`config.mk`:
```
export PLATFORM = sky130hd
export DESIGN_NAME = bba_summary
export DESIGN_NICKNAME = d
export VERILOG_FILES = /design/src/rtl/bba_pkg.sv /design/src/rtl/bba_summary.sv
export SDC_FILE = /design/constraint.sdc
export NUM_CORES = 1
export LEC_CHECK = 0
export BUFFER_PORTS_ARGS = -buffer_cell sky130_fd_sc_hd__buf_2
export CAP_MARGIN = 20
export CORE_UTILIZATION = 30
export CTS_CLUSTER_DIAMETER = 200
export DETAILED_ROUTE_END_ITERATION = 7
export GPL_ROUTABILITY_DRIVEN = 0
export SETUP_SLACK_MARGIN = 0.15
export SLEW_MARGIN = 20
export SYNTH_ARGS = -nofsm -noshare
export SYNTH_HDL_FRONTEND = slang
export SYNTH_SLANG_ARGS = --single-unit
```
`constraint.sdc`:
```
create_clock -name i_clk -period 2.19 [get_ports i_clk]
set_input_delay 0.438 -clock i_clk [delete_from_list [all_inputs] [get_ports i_clk]]
set_output_delay 0.438 -clock i_clk [all_outputs]
set_load 0.1 [all_outputs]
```
`src/rtl/bba_pkg.sv`:
```
`timescale 1ns / 1ps

package bba_pkg;

    localparam int TOTAL_BLOCKS = 16384;
    localparam int ID_W         = 14;
    localparam int ID_SPACE     = 1 << ID_W;
    // Only ids that fit the 14-bit field can ever be tracked.
    localparam int LIMIT        = (TOTAL_BLOCKS < ID_SPACE) ? TOTAL_BLOCKS : ID_SPACE;

    localparam int WORD_W    = 64;
    localparam int BIT_W     = 6;
    localparam int NUM_WORDS = (LIMIT + WORD_W - 1) / WORD_W;
    localparam int WADDR_W   = (NUM_WORDS > 1) ? $clog2(NUM_WORDS) : 1;

    // The per-word full flags are scanned sixteen at a time.
    localparam int CHUNK_W    = 16;
    localparam int CPOS_W     = 4;
    localparam int NUM_CHUNKS = (NUM_WORDS + CHUNK_W - 1) / CHUNK_W;
    localparam int CADDR_W    = (NUM_CHUNKS > 1) ? $clog2(NUM_CHUNKS) : 1;
    localparam int SIDX_W     = CADDR_W + CPOS_W;

    localparam int STATUS_W       = 2;
    localparam int DATA_START_RST = 1024;

    localparam logic CMD_ALLOC = 1'b0;
    localparam logic CMD_FREE  = 1'b1;

    typedef enum logic [STATUS_W-1:0] {
        ST_OK    = 2'd0,
        ST_FULL  = 2'd1,
        ST_RANGE = 2'd2
    } t_status;

    typedef logic [ID_W-1:0]    t_id;
    typedef logic [WADDR_W-1:0] t_waddr;
    typedef logic [WORD_W-1:0]  t_word;
    typedef logic [CADDR_W-1:0] t_chunk;

    typedef struct packed {
        logic   en;
        t_waddr addr;
    } t_ram_rd;

    typedef struct packed {
        logic   en;
        t_waddr addr;
        t_word  data;
    } t_ram_wr;

    typedef struct packed {
        logic   en;
        t_waddr addr;
        logic   full;
    } t_sum_upd;

    function automatic t_waddr word_of(input t_id id);
        return WADDR_W'(id >> BIT_W);
    endfunction

    // Bits of a word whose block number lies at or beyond the tracked limit.
    function automatic t_word limit_mask(input t_waddr w);
        t_word m;
        for (int i = 0; i < WORD_W; i++) begin
            m[i] = ((32'(w) << BIT_W) + 32'(i)) >= 32'(LIMIT);
        end
        return m;
    endfunction

    function automatic logic [BIT_W-1:0] first_one64(input t_word v);
        logic [BIT_W-1:0] p;
        p = '0;
        for (int i = WORD_W - 1; i >= 0; i--) begin
            if (v[i]) begin
                p = BIT_W'(i);
            end
        end
        return p;
    endfunction

    function automatic logic [CPOS_W-1:0] first_one16(input logic [CHUNK_W-1:0] v);
        logic [CPOS_W-1:0] p;
        p = '0;
        for (int i = CHUNK_W - 1; i >= 0; i--) begin
            if (v[i]) begin
                p = CPOS_W'(i);
            end
        end
        return p;
    endfunction

endpackage

```
`src/rtl/bba_summary.sv`:
```
`timescale 1ns / 1ps

module bba_summary import bba_pkg::*; (
    input  logic               i_clk,
    input  logic               i_rst_n,
    input  t_sum_upd           i_upd,
    input  t_chunk             i_chunk,
    output logic [CHUNK_W-1:0] o_free
);

    logic [NUM_WORDS-1:0]          r_full;
    logic [NUM_CHUNKS*CHUNK_W-1:0] full_pad;

    always_ff @(posedge i_clk) begin
        if (!i_rst_n) begin
            r_full <= '0;
        end else if (i_upd.en) begin
            r_full[i_upd.addr] <= i_upd.full;
        end
    end

    // Slots past the last word count as full so the scan never picks them.
    for (genvar j = 0; j < NUM_CHUNKS * CHUNK_W; j++) begin : g_pad
        if (j < NUM_WORDS) begin : g_real
            assign full_pad[j] = r_full[j];
        end else begin : g_fill
            assign full_pad[j] = 1'b1;
        end
    end

    assign o_free = ~full_pad[{i_chunk, CPOS_W'(0)} +: CHUNK_W];

endmodule

```
==> run metrics <==
CTS buffer count 27; first-pass GRT wire length 76300 um; final wirelength 49300 um; CTS tree done; final setup vio count 16; core box area 0.0469 mm^2; Worst Reg-to-Reg Cells 2; IO Count 32; dominant cells by area after synthesis dfxtp_1, mux4_2, nand4_1; Synth Register Bits 256; Starting Density 30.6%; simple-gate share of the synthesized area 15.5%; synth unique cells 43; clock sinks 256; initial antenna violation count 2; Syn Area/Cell 10.0 um^2; final cell count without fillers 1974; Synth Area in XOR/XNOR 0%; Place WS -285 ps; Max FO, Critical Path 2; Fillers 4635; num rows 79; register share of total power 42.7%; share of layout cells above drive strength 1 27.0%; startpoint types register; setup ws final -221 ps; DR vias/cell 6.47; Switching Fraction 25.9%; crit path DAT 1970 ps; DRC viols 6; Worst Setup End Kind output port; I/O Buffers 31; post-synth net total 1449; Slowest cell on crit path mux4_2; Die Wd 221 um; Worst-Margin Slew 825 ps; Slew Limit Fails 0; Worst EP required 1750 ps; Peak supply drop 0.000500 V; Gate Count Post-Synth 1433; routed len/inst 25.0 um; Largest register FFs 256; H-tree levels 1; Warnings, synthesis 0; Post-CTS Hold Buffers 0; final net count 1360; largest family of logic cells by synthesized area compound AO/OA/AOI/OAI gates; failing checks DRC, setup timing; most frequent cells in the layout dfxtp_1, nand4_1, o31ai_1; GRT Util Overall 20.1%; post-DP HPWL 28900 um; number of global-route vias before repair 12526; Max-Slew Margin vs Limit 45.0%; Setup Crit Path Kind register to output port; Critical Path Max Stage Delay 470 ps; Achievable Freq 0.415 GHz; Clk pwr share 46.7%; clock-pin slew on the worst setup and hold paths 60 ps; Setup TNS -3070 ps; largest net degree at the start of global routing 106; Routed Antenna Nets 0; GRT overflow 0; NetSw 2830 uW; Comb power frac 10.7%; clk_lat worst skew 540 ps; leak pwr 0.00508 uW; Tcrit/Tclk final 110%; Hold Crit Depth 3; final hold vios 0; commonest non-fill, non-tap cell in the layout dfxtp_1; pwr dens 650 mW/mm^2; vias 12777; ys flop type dfxtp_1; placed cells 1919; Post-synth EDFFs 0; Die Span Y 221 um; RSZ-0062 raised after global routing yes; area grow syn2layout 17.3%; compound-gate portion of the synthesized area 28.6%; Post-Route Skew 0 ps; Synth Area in Adders 0%; die area 0.0487 mm^2; Hold Crit Class primary input to register; status finished with violations; maxcap violations 0; Pint 8100 uW; CTS Root Cell clkbuf_16; cell taking the most area after synthesis dfxtp_1; Clock Tree Buf Depth 3; worst-path cell chain mux4_2 -> a22o_4 -> nor2_4 -> buf_12; Synth async-reset ratio 0%; Initial DRT Pass Iterations 7; post-synth top area share 35.7%; mux contribution to synthesized area 11.4%; Seq/Total Area, Yosys 35.7%; area of the mapped netlist 0.0144 mm^2; Tmin final 2410 ps; DRT iter0 DRCs 1655
[layout make-up]
class,instances,area (um^2),share of cell area (%)
inverters,1,3.75,0.0223
clock buffers,38,787,4.68
clock inverters,12,189,1.12
flip-flops and latches,256,5150,30.6
diodes,2,5.00,0.0297
multi-input cells,925,8260,49.1
repair buffers,133,1680,9.96
well taps,607,759,4.51
[metal layers]
| layer | routed length, um | vias up | global-route usage (%) |
|---|---|---|---|
| met5 | 0 | - | 0 |
| met1 | 22100 | 6478 | 29.1 |
| li1 | - | 5560 | - |
| met2 | 21800 | 643 | 29.9 |
| met4 | 1140 | 0 | 5.75 |
| met3 | 4320 | 96 | 3.89 |
[cells in the mapped netlist (2+ instances only)]
cell       count
a21boi_0     123
a21boi_1     101
a22o_1        32
and2_1         2
and3b_1        2
and4b_1        3
buf_1         13
buf_2         73
buf_4         19
buf_6         14
buf_8          4
clkbuf_1     125
clkbuf_2       3
dfxtp_1      256
mux2i_1       20
mux4_2        64
nand2_1       23
nand2b_1       4
nand3_1        2
nand3b_1       4
nand4_1      224
nand4b_1       2
nand4bb_1      6
nor2_1        18
nor2b_1        4
nor4_1        20
nor4b_4        4
nor4bb_1       5
o311ai_0      12
o31ai_1      174
o31ai_2       50
o41ai_1       12
or2_2          2
or4b_1         4
[worst paths after layout]
| path | start | end | slack [ps] |
|---|---|---|---|
| min | i_rst_n | full_pad[231]$_SDFFE_PN0P_ | 220 |
| max reg2reg | full_pad[63]$_SDFFE_PN0P_ | full_pad[63]$_SDFFE_PN0P_ | 1470 |
| max | full_pad[38]$_SDFFE_PN0P_ | o_free[6] | -220 |
| min reg2reg | full_pad[238]$_SDFFE_PN0P_ | full_pad[238]$_SDFFE_PN0P_ | 460 |
[metrics by stage]
step / instance area [um^2] / hold WS (ps) / total power (uW) / utilization, %
global placement: 15600 / 444 / 5860 / 33.4
finish: 16800 / 218 / 10900 / 35.9
detailed placement: 15600 / 454 / 5870 / 33.4
global route: 16800 / 210 / 11200 / 35.9
floorplan: 14600 / 432 / 5480 / -
CTS: 16800 / 198 / 11000 / 35.9
[kinds of logic (layout without fill, tap and decap cells)]
group,after synthesis,after routing
simple gates,337,337
mux,84,84
flops,256,256
other cells,0,2
compound gates,504,504
buf+inv,252,184
[timing repair]
action | in CTS | in global routing
endpoints found under the hold margin | 0 | 0
pin swaps | 12 | 8
gates cloned | 3 | 0
setup endpoints to repair | 16 | 16
setup buffers | 0 | 0
resized for setup | 29 | 10
[power by group through the flow]
stage	registers (uW)	logic [uW]	clock network, uW
2_1_floorplan	4770	717	0
3_3_place_gp	4770	1100	0
3_5_place_dp	4770	1100	0
4_1_cts	4660	1140	5160
5_1_grt	4660	1200	5370
6_report	4660	1170	5100
[critical path: cells and delay by family (launching register included)]
family	cells	cell delay (ps)
flip-flops	1	330
buffers and inverters	1	180
AO/OA/AOI/OAI	1	280
AND/OR/NAND/NOR	1	140
multiplexers	1	470
(Power assumes the default switching activity.)
